===== config.mk =====
export PLATFORM = sky130hd
export DESIGN_NAME = greedy_paragraph_filler_top
export DESIGN_NICKNAME = d
export VERILOG_FILES = /design/src/rtl/core/gpf_pkg.sv /design/src/rtl/core/gpf_ram.sv /design/src/rtl/core/greedy_paragraph_filler_top.sv
export SDC_FILE = /design/constraint.sdc
export NUM_CORES = 2
export LEC_CHECK = 0
export BUFFER_PORTS_ARGS = -buffer_cell sky130_fd_sc_hd__buf_4
export CORE_AREA = 2 2 452 454
export DETAILED_ROUTE_END_ITERATION = 16
export DIE_AREA = 0 0 454 456
export PLACE_DENSITY = 0.5
export SYNTH_ARGS = -nofsm -noshare
export SYNTH_HDL_FRONTEND = slang
export SYNTH_SLANG_ARGS = --single-unit
export TNS_END_PERCENT = 20

===== constraint.sdc =====
create_clock -name clk -period 5.4 [get_ports clk]
set_input_delay 0.27 -clock clk [delete_from_list [all_inputs] [get_ports clk]]
set_output_delay 0.27 -clock clk [all_outputs]
set_load 0.01 [all_outputs]

===== src/rtl/core/gpf_pkg.sv =====
// Package for the greedy paragraph filler: widths, character codes,
// register indexes, sequencer states and the result record.
// Depends on nothing; used by greedy_paragraph_filler_top.
package gpf_pkg;

	localparam int WORD_MAX = 61;
	localparam int CODE_W = 21;
	localparam int CFG_W = 10;
	localparam int LEN_W = $clog2(WORD_MAX + 1);
	localparam int ADDR_W = (WORD_MAX > 1) ? $clog2(WORD_MAX) : 1;
	// A line never gets past one column beyond the largest fill column.
	localparam int COL_W = CFG_W + 1;

	localparam logic [CODE_W-1:0] CODE_NEWLINE = CODE_W'(10);
	localparam logic [CODE_W-1:0] CODE_SPACE = CODE_W'(32);
	localparam logic [CODE_W-1:0] CODE_TAB = CODE_W'(9);
	localparam logic [CODE_W-1:0] CODE_PERIOD = CODE_W'(46);
	localparam logic [CODE_W-1:0] CODE_NONE = '0;

	typedef enum logic {
		REG_FILL_COLUMN = 1'b0,
		REG_START_COLUMN = 1'b1
	} gpf_reg_t;

	typedef enum logic [5:0] {
		ST_IDLE = 6'b000001,
		ST_ERR = 6'b000010,
		ST_PREFIX = 6'b000100,
		ST_WORD = 6'b001000,
		ST_PERIOD = 6'b010000,
		ST_CLOSE = 6'b100000
	} gpf_state_t;

	typedef struct packed {
		logic [CODE_W-1:0] code;
		logic last;
		logic done;
		logic err;
	} gpf_result_t;

endpackage


===== src/rtl/core/gpf_ram.sv =====
// Generic single-port-write, single-port-read RAM with a registered read.
// No dependencies; the read register updates only when a read is enabled.
module gpf_ram #(
	parameter int WIDTH = 8,
	parameter int DEPTH = 16
) (
	input logic clk,
	input logic wr_en,
	input logic [$clog2(DEPTH)-1:0] wr_addr,
	input logic [WIDTH-1:0] wr_data,
	input logic rd_en,
	input logic [$clog2(DEPTH)-1:0] rd_addr,
	output logic [WIDTH-1:0] rd_data
);

	logic [WIDTH-1:0] mem_q [DEPTH];

	always_ff @(posedge clk) begin
		if (wr_en) begin
			mem_q[wr_addr] <= wr_data;
		end
		if (rd_en) begin
			rd_data <= mem_q[rd_addr];
		end
	end

endmodule


===== src/rtl/core/greedy_paragraph_filler_top.sv =====
// Top level of the greedy paragraph filler: word gathering, line fitting
// and the result sequencer. Depends on gpf_pkg and gpf_ram.
//
// Channel  Direction  Handshake            Payload
// in       in         in_valid/in_ready    char_code, line_end, para_end
// out      out        out_valid/out_ready  out_code, run_last, para_done, fill_error
// cfg      in         cfg_valid/cfg_ready  cfg_index, cfg_data
//
// A word character is written to the word memory at accept. A separator that
// flushes a word of n characters sends any due prefix, the n characters, a
// trailing period space and a paragraph-closing newline where they apply; the
// single read port of the word memory gives one entry per cycle unless stalled.
// Reset (arst_n low) returns the filler to the start of a paragraph with a fill
// column of 72; the word memory is not cleared. A stalled output holds the
// sequencer, but word characters are still taken while a result waits.
module greedy_paragraph_filler_top
	import gpf_pkg::*;
(
	input logic clk,
	input logic arst_n,

	input logic in_valid,
	output logic in_ready,
	input logic [CODE_W-1:0] char_code,
	input logic line_end,
	input logic para_end,

	output logic out_valid,
	input logic out_ready,
	output logic [CODE_W-1:0] out_code,
	output logic run_last,
	output logic para_done,
	output logic fill_error,

	input logic cfg_valid,
	output logic cfg_ready,
	input logic cfg_index,
	input logic [CFG_W-1:0] cfg_data
);

	// Configuration registers.
	logic [CFG_W-1:0] fill_col_q;
	logic [CFG_W-1:0] start_col_q;

	// Paragraph state.
	logic [LEN_W-1:0] wl_q;
	logic [COL_W-1:0] line_col_q;
	logic fwp_q;
	logic ewp_q;

	// Sequencer state, latched when a flush begins.
	gpf_state_t state_q;
	logic [LEN_W-1:0] len_q;
	logic [LEN_W-1:0] idx_q;
	logic rdv_q;
	logic per_q;
	logic pe_q;
	logic pfx_nl_q;

	// Output register.
	logic out_valid_q;
	gpf_result_t out_q;

	logic accept;
	logic load_ok;
	logic is_sep;
	logic pe_in;
	logic fill_zero;
	logic [COL_W-1:0] col_base;
	logic [COL_W:0] fit_sum;
	logic fits;
	logic [COL_W:0] col_sum;
	logic flush_start;
	logic consume;
	logic more;
	logic issue_word;
	logic rd_en;
	logic [ADDR_W-1:0] rd_addr;
	logic wr_en;
	logic [CODE_W-1:0] rd_data;
	logic emit;
	gpf_result_t res;

	assign cfg_ready = 1'b1;
	assign in_ready = (state_q == ST_IDLE);
	assign accept = in_valid & in_ready;
	assign load_ok = ~out_valid_q | out_ready;

	// A line end counts as a space; para_end matters only on a line end.
	assign is_sep = line_end | (char_code == CODE_SPACE) | (char_code == CODE_TAB);
	assign pe_in = line_end & para_end;
	assign fill_zero = (fill_col_q == '0);

	// Before the first word the column is the configured start column.
	assign col_base = fwp_q ? COL_W'(start_col_q) : line_col_q;
	assign fit_sum = (COL_W + 1)'(col_base) + (COL_W + 1)'(1) + (COL_W + 1)'(wl_q);
	assign fits = (fit_sum <= (COL_W + 1)'(fill_col_q));

	// Column after the flush: the word, its period space, and a separating
	// space when it stays on the current line after an earlier word.
	always_comb begin
		if (fits) begin
			col_sum = (COL_W + 1)'(col_base) + (COL_W + 1)'(!fwp_q)
				+ (COL_W + 1)'(wl_q) + (COL_W + 1)'(ewp_q);
		end else begin
			col_sum = (COL_W + 1)'(wl_q) + (COL_W + 1)'(ewp_q);
		end
	end

	// The first entry is read in the accept cycle, so the word streams out
	// right behind the prefix without a bubble.
	assign flush_start = accept & ~fill_zero & is_sep & (wl_q != '0);
	assign consume = (state_q == ST_WORD) & rdv_q & load_ok;
	assign more = (idx_q < len_q);
	assign issue_word = (state_q == ST_WORD) & more & (~rdv_q | consume);
	assign rd_en = flush_start | issue_word;
	assign rd_addr = flush_start ? '0 : idx_q[ADDR_W-1:0];
	assign wr_en = accept & ~fill_zero & ~is_sep & (wl_q < LEN_W'(WORD_MAX));

	gpf_ram #(
		.WIDTH(CODE_W),
		.DEPTH(WORD_MAX)
	) u_word_ram (
		.clk(clk),
		.wr_en(wr_en),
		.wr_addr(wl_q[ADDR_W-1:0]),
		.wr_data(char_code),
		.rd_en(rd_en),
		.rd_addr(rd_addr),
		.rd_data(rd_data)
	);

	// Result selection per sequencer state.
	always_comb begin
		emit = 1'b0;
		res = '{code: CODE_NONE, last: 1'b0, done: 1'b0, err: 1'b0};
		unique case (state_q)
			ST_IDLE: begin
				emit = 1'b0;
			end
			ST_ERR: begin
				emit = load_ok;
				res = '{code: CODE_NONE, last: 1'b1, done: 1'b0, err: 1'b1};
			end
			ST_PREFIX: begin
				emit = load_ok;
				res.code = pfx_nl_q ? CODE_NEWLINE : CODE_SPACE;
			end
			ST_WORD: begin
				emit = consume;
				res.code = rd_data;
				res.last = ~more & ~per_q & ~pe_q;
			end
			ST_PERIOD: begin
				emit = load_ok;
				res.code = CODE_SPACE;
				res.last = ~pe_q;
			end
			ST_CLOSE: begin
				emit = load_ok;
				res = '{code: CODE_NEWLINE, last: 1'b1, done: 1'b1, err: 1'b0};
			end
			default: begin
				emit = 1'b0;
			end
		endcase
	end

	always_ff @(posedge clk or negedge arst_n) begin
		if (!arst_n) begin
			fill_col_q <= CFG_W'(72);
			start_col_q <= '0;
			wl_q <= '0;
			line_col_q <= '0;
			fwp_q <= 1'b1;
			ewp_q <= 1'b0;
			state_q <= ST_IDLE;
			len_q <= '0;
			idx_q <= '0;
			rdv_q <= 1'b0;
			per_q <= 1'b0;
			pe_q <= 1'b0;
			pfx_nl_q <= 1'b0;
			out_valid_q <= 1'b0;
		end else begin
			if (cfg_valid & cfg_ready) begin
				unique case (cfg_index)
					REG_FILL_COLUMN: fill_col_q <= cfg_data;
					REG_START_COLUMN: start_col_q <= cfg_data;
					default: ;
				endcase
			end

			if (emit) begin
				out_valid_q <= 1'b1;
			end else if (out_ready) begin
				out_valid_q <= 1'b0;
			end

			unique case (state_q)
				ST_IDLE: begin
					if (accept) begin
						if (fill_zero) begin
							state_q <= ST_ERR;
						end else if (!is_sep) begin
							ewp_q <= (char_code == CODE_PERIOD);
							if (wl_q < LEN_W'(WORD_MAX)) begin
								wl_q <= wl_q + LEN_W'(1);
							end
						end else begin
							if (wl_q != '0) begin
								len_q <= wl_q;
								idx_q <= LEN_W'(1);
								rdv_q <= 1'b1;
								per_q <= ewp_q;
								pe_q <= pe_in;
								pfx_nl_q <= ~fits;
								line_col_q <= col_sum[COL_W-1:0];
								// The first word of a paragraph needs no prefix when it fits.
								state_q <= (fits & fwp_q) ? ST_WORD : ST_PREFIX;
							end else if (pe_in) begin
								state_q <= ST_CLOSE;
							end
							// A flushed word ends the wait for the first word;
							// a paragraph end starts it again.
							wl_q <= '0;
							if ((wl_q != '0) | pe_in) begin
								fwp_q <= pe_in;
							end
							if (pe_in) begin
								ewp_q <= 1'b0;
							end
						end
					end
				end
				ST_ERR: begin
					if (load_ok) begin
						state_q <= ST_IDLE;
					end
				end
				ST_PREFIX: begin
					if (load_ok) begin
						state_q <= ST_WORD;
					end
				end
				ST_WORD: begin
					if (issue_word) begin
						idx_q <= idx_q + LEN_W'(1);
					end
					rdv_q <= issue_word | (rdv_q & ~consume);
					if (consume & ~more) begin
						if (per_q) begin
							state_q <= ST_PERIOD;
						end else if (pe_q) begin
							state_q <= ST_CLOSE;
						end else begin
							state_q <= ST_IDLE;
						end
					end
				end
				ST_PERIOD: begin
					if (load_ok) begin
						state_q <= pe_q ? ST_CLOSE : ST_IDLE;
					end
				end
				ST_CLOSE: begin
					if (load_ok) begin
						state_q <= ST_IDLE;
					end
				end
				default: begin
					state_q <= ST_IDLE;
				end
			endcase
		end
	end

	// Payload of the output register needs no reset.
	always_ff @(posedge clk) begin
		if (emit) begin
			out_q <= res;
		end
	end

	assign out_valid = out_valid_q;
	assign out_code = out_q.code;
	assign run_last = out_q.last;
	assign para_done = out_q.done;
	assign fill_error = out_q.err;

endmodule

## Word level (Yosys, flattened, before mapping)

Memory sizes are Yosys's and may differ from the RTL's. A register that Yosys moved wholly into a read port is not among the register bits.
Cells that the tools add are included.
W data, S select, Z words.

- Output and inout port bits: 27
- Logic and storage cells: 141
- RAM bits: 1281
- Register bits after elaboration: 86
- Memories: 1
- Input bits: 39

- Add/subtract/negate cells: 8
- Order comparisons: 3
- Equality and inequality tests: 21
- Reductions and logical operators: 17
- Muxes and demuxes: 40
- Bitwise logic cells: 33

Memories:

| memory | depth | width | rd ports | clocked after Yosys merged registers in | write ports | line | text |
|---|---|---|---|---|---|---|---|
| u_word_ram.mem_q | 61 | 21 | 1 | 1 | 1 | gpf_ram.sv:16 | `logic [WIDTH-1:0] mem_q [DEPTH];` |

Operators by type and width:

| cell | number |
|---|---|
| $mux W6 | 20 |
| $pmux W21 S4 | 1 |
| $eq A21 B6 Y1 const B | 2 |
| $pmux W6 S5 | 1 |
| $add A11 B1 Y11 | 2 |
| $mux W11 | 2 |
| $eq A21 B4 Y1 const B | 1 |
| $and A1 B1 Y1 | 16 |
| $reduce_and A5 Y1 | 3 |
| $add A11 B1 Y12 const B | 1 |
| $add A12 B6 Y12 | 1 |
| $add A6 B1 Y6 const B | 2 |
| $le A12 B10 Y1 | 1 |
| $ne A2 B1 Y1 const B | 6 |
| $pmux W6 S2 | 1 |
| $add A11 B6 Y11 | 1 |
| $logic_not A10 Y1 | 1 |
| $mux W1 | 10 |
| $not A1 Y1 | 10 |
| $ne A2 B2 Y1 const B | 4 |
| $reduce_and A4 Y1 | 2 |
| $add A6 B1 Y7 | 1 |
| $or A1 B1 Y1 | 7 |
| $reduce_and A7 Y1 | 1 |
| 21 further kinds | 25 |

## Depth between registers and ports, before layout

- Word-level depth: 11
- Mapped depth: 18
- Mapped depth without buffers: 15

## Hierarchy

Synthesis repeated with hierarchy kept, for this count alone.

- Cells, all modules: 2780
- Area total of the unflattened synthesis: 55345.6 um^2

By module, submodules not included:

| module | seq. area each (um^2) | area each (um^2) | cells each | times used |
|---|---|---|---|---|
| gpf_ram | 39097.5 | 49920.4 | 2223 | 1 |
| greedy_paragraph_filler_top | 2277.2 | 5425.2 | 557 | 1 |

## Worst setup path before layout

No wires, ideal clock.

- Kind: register to register
- Start: register fwp_q
- End: register state_q[3]
- Path slack: 0.890 ns
- Stages on the path, launching flop included: 18
- Required time: 5.310 ns
- Period minus slack after synthesis: 4.510 ns
- Path buffers: 3
- Library setup time: 0.090 ns
- Data arrival time: 4.420 ns
- Path through: dfstp_2 -> buf_2 -> buf_1 -> mux2_2 -> ha_1 -> fa_1 -> a31o_2 -> a31o_2 -> a31oi_1 -> xor2_1 -> ha_1 -> nand4_1 -> a21oi_1 -> o31a_1 -> o31ai_1 -> clkbuf_1 -> nand3_1 -> o221ai_1

- Word-level cells in the longest chain between the ends: 11

Ends and longest elaborated chain:

| element | line | text |
|---|---|---|
| start: declaration | greedy_paragraph_filler_top.sv:48 | `logic fwp_q;` |
| start signal: assignment | greedy_paragraph_filler_top.sv:228 | `fwp_q <= pe_in;` |
| $mux W11 | greedy_paragraph_filler_top.sv:95 | `assign col_base = fwp_q ? COL_W'(start_col_q) : line_col_q;` |
| $add A11 B1 Y12 | greedy_paragraph_filler_top.sv:96 | `assign fit_sum = (COL_W + 1)'(col_base) + (COL_W + 1)'(1) + (COL_W + 1)'(wl_q);` |
| $add A12 B6 Y12 | greedy_paragraph_filler_top.sv:96 |  |
| $le A12 B10 Y1 | greedy_paragraph_filler_top.sv:97 | `assign fits = (fit_sum <= (COL_W + 1)'(fill_col_q));` |
| $and A1 B1 Y1 (*) | greedy_paragraph_filler_top.sv:220 | `state_q <= (fits & fwp_q) ? ST_WORD : ST_PREFIX;` |
| $mux W4 (*) | greedy_paragraph_filler_top.sv:220 |  |
| $mux W6 (*) | greedy_paragraph_filler_top.sv:211 | `if (wl_q != '0) begin` |
| $mux W6 (*) | greedy_paragraph_filler_top.sv:205 | `end else if (!is_sep) begin` |
| $mux W6 (*) | greedy_paragraph_filler_top.sv:203 | `if (fill_zero) begin` |
| $mux W6 (*) | greedy_paragraph_filler_top.sv:202 | `if (accept) begin` |
| $pmux W6 S5 (*) | greedy_paragraph_filler_top.sv:200 | `unique case (state_q)` |
| end signal: assignment | greedy_paragraph_filler_top.sv:220 |  |
| end signal: assignment | greedy_paragraph_filler_top.sv:263 | `state_q <= pe_q ? ST_CLOSE : ST_IDLE;` |
| end: declaration | greedy_paragraph_filler_top.sv:52 | `gpf_state_t state_q;` |

Every way passes the cells marked *; elsewhere a longest branch is shown, timed or not. The select of a mux whose other input is x is not followed.
A chain may end at the register's enable or synchronous reset.

## Worst setup path in the final report

- Start: input port char_code[12]
- End: register u_word_ram.rd_data[3], read port of u_word_ram.mem_q, data pin

- Word-level cells in the longest chain between the ends: 6
- Elaborated cells on any way between the ends: 8
- Classes of those cells: eq/ne (2); mux (1); bitwise (5)

Ends and longest elaborated chain:

| element | line | text |
|---|---|---|
| start: declaration | greedy_paragraph_filler_top.sv:24 | `input logic [CODE_W-1:0] char_code,` |
| $eq A21 B6 Y1 | greedy_paragraph_filler_top.sv:90 | `assign is_sep = line_end \| (char_code == CODE_SPACE) \| (char_code == CODE_TAB);` |
| $or A1 B1 Y1 | greedy_paragraph_filler_top.sv:90 |  |
| $or A1 B1 Y1 (*) | greedy_paragraph_filler_top.sv:90 |  |
| $and A1 B1 Y1 (*) (2 in series) | greedy_paragraph_filler_top.sv:112 | `assign flush_start = accept & ~fill_zero & is_sep & (wl_q != '0);` |
| $mux W6 or $or A1 B1 Y1 (tied branches) | greedy_paragraph_filler_top.sv:117, greedy_paragraph_filler_top.sv:116 |  |
| end: declaration | gpf_ram.sv:13 | `output logic [WIDTH-1:0] rd_data` |

Every way passes the cells marked *; elsewhere a longest branch is shown, timed or not.

==> impl_results.md <==
* Leading cell types by total area after synthesis: sky130_fd_sc_hd__edfxtp_1, sky130_fd_sc_hd__mux4_2, sky130_fd_sc_hd__mux2_2
* I/O Buffers at 64
* Critical setup path kind: in -> reg
* Root Buffer: sky130_fd_sc_hd__clkbuf_16
* Area enclosed by the die boundary at 207000 sq um
* Sequential Area at 41400 sq um
* Vias in the first global route at 32700
* Total power density per cell area at 430 nW/um^2
* Critical Path End Type: flop
* Final-stage net count at 3798
* Number of cells after detailed placement at 6209
* Post-DR vias/cell at 5.07
* Share of Yosys cell area claimed by the top area cell type at 0.707
* Clock transition at the register clock pins on the worst setup and hold paths after CTS at 0.06 ns
* Worst-case register-to-register setup slack at 0.86 ns
* Worst min-delay path class: in -> reg
* Required arrival time at the worst endpoint at 6.03 ns
* Top cells by instance count after synthesis: sky130_fd_sc_hd__edfxtp_1, sky130_fd_sc_hd__nor2_1, sky130_fd_sc_hd__a21oi_1
* WL final at 179 mm
* Clk_lat worst skew at 0.79 ns
* CTS Sinks at 1388
* Detailed placer's ending HPWL at 110 mm
* Maximum net fanout on the critical path at 44
* Max-capacitance violation count at 0
* Post-route core utilization at 0.327
* Starting density of the core at 0.279
* Overall fraction of global-route tracks in use at 0.170
* Sequential-to-total area share from yosys stat at 0.734
* Count of fill cells added during filler insertion at 19500
* Number of clock buffers inserted by TritonCTS at 144
* Fraction of final layout cells sized beyond drive strength 1 at 0.206
* Startpoint type of the worst setup path: input port
* Slew at the pin with the worst max-slew slack at 1.18 ns
* Cell area after synthesis at 56300 sq um
* Cell type with the highest aggregate area in the netlist: sky130_fd_sc_hd__edfxtp_1
* H-tree depth at 4
* Primary flip-flop cell chosen by synthesis mapping: sky130_fd_sc_hd__edfxtp_1
* Outcome: finished, final reports clean
* PnR worst setup slack at 0.824 ns
* Iteration-0 DRC count of the detailed router at 3599
* Number of flops mapped to enable cells by yosys at 1326
* FF-to-FF path depth at 15
* Synthesis warning total at 0
* TritonCTS clock tree: yes
* Post-synthesis async set-or-reset flop share at 0.0447
* Top-Level Pins at 66
* Post-synthesis cell type count at 80
* Remaining number of nets flagged by the antenna check after routing at 0
* Total power after layout at 0.0284 W
* Final setup violation count at 0
* Area occupied by multi-input gates at 14100 sq um
* Max-slew violation count at 0
* Final worst clock skew at 0.0298 ns
* Number of standard-cell rows in the floorplan at 165
* Wire length of the first global-routing pass at 254 mm
* Buffer count from post-CTS setup fixing at 0
* Detailed Routing Iterations Pass 1 at 6
* Die width at 454 um
* DRC violation count after routing at 0
* Setup repair after global routing missed its margin: no
* Gate Count Post-Synth at 3511
* Worst ir drop on vdd at 0.000320 V
* Final routed wire length divided by cell count at 27.4 um
* Worst r2r dst: line_col_q[7]
* Post-synthesis to final-layout area growth at 17.1%
* Antenna violations before repair at 8
* Maximum number of pins on one net before global-route repair at 94
* Maximum root-to-sink buffer count at 3
* Place WS at 0.683 ns
* Worst setup path endpoint: u_word_ram.rd_data[3]
* Leakage dissipation at 21.5 nW
* Mean area per synthesized cell at 16.0 sq um
* Count of instances resized after the clock tree is built at 0
* R2r startpoint: fwp_q
* Total via count in the routed design at 33000
* Minimum clock period after layout at 4.58 ns
* Overflow after GRT at 0
* Period utilization at 0.847
* Number of standard cells in the final layout excluding fillers at 6511
* Fmax at 219 MHz
* Y dimension of the die at 456 um
* Flops & latches, synth at 1388
* Critical path arrival at 5.21 ns
* Count of final hold-check violations at 0
* Placeable Area at 202000 sq um
* Launching element of the worst setup path: char_code[12]
* Syn Nets at 3590
* Most numerous cell in the Yosys netlist: sky130_fd_sc_hd__edfxtp_1
* Final weighted congestion in routability-driven placement at 0.844
* Relative slew slack at 0.203
## registers in the layout, indices dropped and copies added, names as in the netlist, 6 cells and up
name / cells
len_q: 6
state_q: 6
line_col_q: 11
idx_q: 6
wl_q: 6
u_word_ram.rd_data: 21
fill_col_q: 10
u_word_ram.mem_q: 1281
start_col_q: 10
out_code: 21
## through the flow
stage	hold WS, ns	TNS (ns)	instance area (sq um)
final	0.0448	0	66000
after global routing	0.0329	0	66000
after CTS	0.0133	0	66000
after detailed placement	0.428	0	61200
after global placement	0.420	-3.39	61100
after floorplan	-0.0256	0	56300
## cells by family after synthesis
logic type,Yosys count,synth area share
AOI/OAI and AO/OA,777,0.0910
xor gates and xnor gates,28,0.00435
adders and majority gates,40,0.00981
buffers and inverters,292,0.0206
DFF,1388,0.734
muxes,378,0.0934
other,1,0.0000666
and+or+nand+nor,607,0.0465
## worst max-delay path: stages
cell and delay, ns:
sky130_fd_sc_hd__dlygate4sd3_1 0.55, sky130_fd_sc_hd__buf_4 0.23, sky130_fd_sc_hd__nor4_1 0.61, sky130_fd_sc_hd__nand4_1 0.43, sky130_fd_sc_hd__o41ai_4 0.81, sky130_fd_sc_hd__nand2_4 0.10
sky130_fd_sc_hd__buf_4 0.33, sky130_fd_sc_hd__nand2_2 0.51, sky130_fd_sc_hd__buf_12 0.31, sky130_fd_sc_hd__o22ai_1 0.14, sky130_fd_sc_hd__a21oi_1 0.62, sky130_fd_sc_hd__o2bb2ai_1 0.18
## cells in the final DEF (no fill, tap or decap), types with 62 or more instances in the layout
cell | netlist | final
sky130_fd_sc_hd__nor2_1 | 306 | 240
sky130_fd_sc_hd__a21oi_1 | 175 | 175
sky130_fd_sc_hd__mux2_2 | 141 | 141
sky130_fd_sc_hd__edfxtp_1 | 1326 | 1326
sky130_fd_sc_hd__nand2_1 | 162 | 160
sky130_fd_sc_hd__mux2i_1 | 133 | 133
sky130_fd_sc_hd__mux4_2 | 104 | 104
sky130_fd_sc_hd__buf_4 | 2 | 243
sky130_fd_sc_hd__o22ai_1 | 65 | 65
sky130_fd_sc_hd__nor2_2 | 0 | 62
sky130_fd_sc_hd__clkbuf_16 | 0 | 149
sky130_fd_sc_hd__o21ai_0 | 170 | 170
## worst min path at each step
stage            startpoint                 endpoint  slack, ns  cells after the start
2_1_floorplan        arst_n                    ewp_q      -0.03                      0
6_report       char_code[3]  u_word_ram.mem_q[60][3]       0.04                      1
4_1_cts        char_code[3]  u_word_ram.mem_q[60][3]       0.01                      1
3_5_place_dp         arst_n           start_col_q[0]       0.43                      1
5_1_grt        char_code[3]  u_word_ram.mem_q[58][3]       0.03                      1
3_3_place_gp         arst_n           start_col_q[0]       0.42                      1
## power breakdown
| part | switching (W) | leakage, nW | internal (W) |
|---|---|---|---|
| Clock | 0.00423 | 2.17 | 0.00541 |
| Sequential | 0.000271 | 12.7 | 0.0121 |
| Combinational | 0.00417 | 6.61 | 0.00221 |
| Total | 0.00866 | 21.5 | 0.0197 |
## metal layers
layer,wire (um),global-route usage,up-vias
li1,-,-,14300
met1,78200,0.233,17500
met2,85300,0.277,1022
met3,9300,0.0224,231
met4,5840,0.0572,2
met5,8,0,-
## final cells by class
cell class | instances | area share
clock buffers | 192 | 0.0589
well taps | 2672 | 0.0507
repair buffers | 294 | 0.0376
inverters | 60 | 0.00343
flip-flops and latches | 1388 | 0.627
multi-input cells | 1831 | 0.213
clock inverters | 66 | 0.00870
diodes | 8 | 0.000303
## repair_timing
item,in CTS,in global routing
hold buffers,36,0
endpoints found under the hold margin,153,0
setup endpoints to repair,0,0
Power figures use the tool's default switching activity.
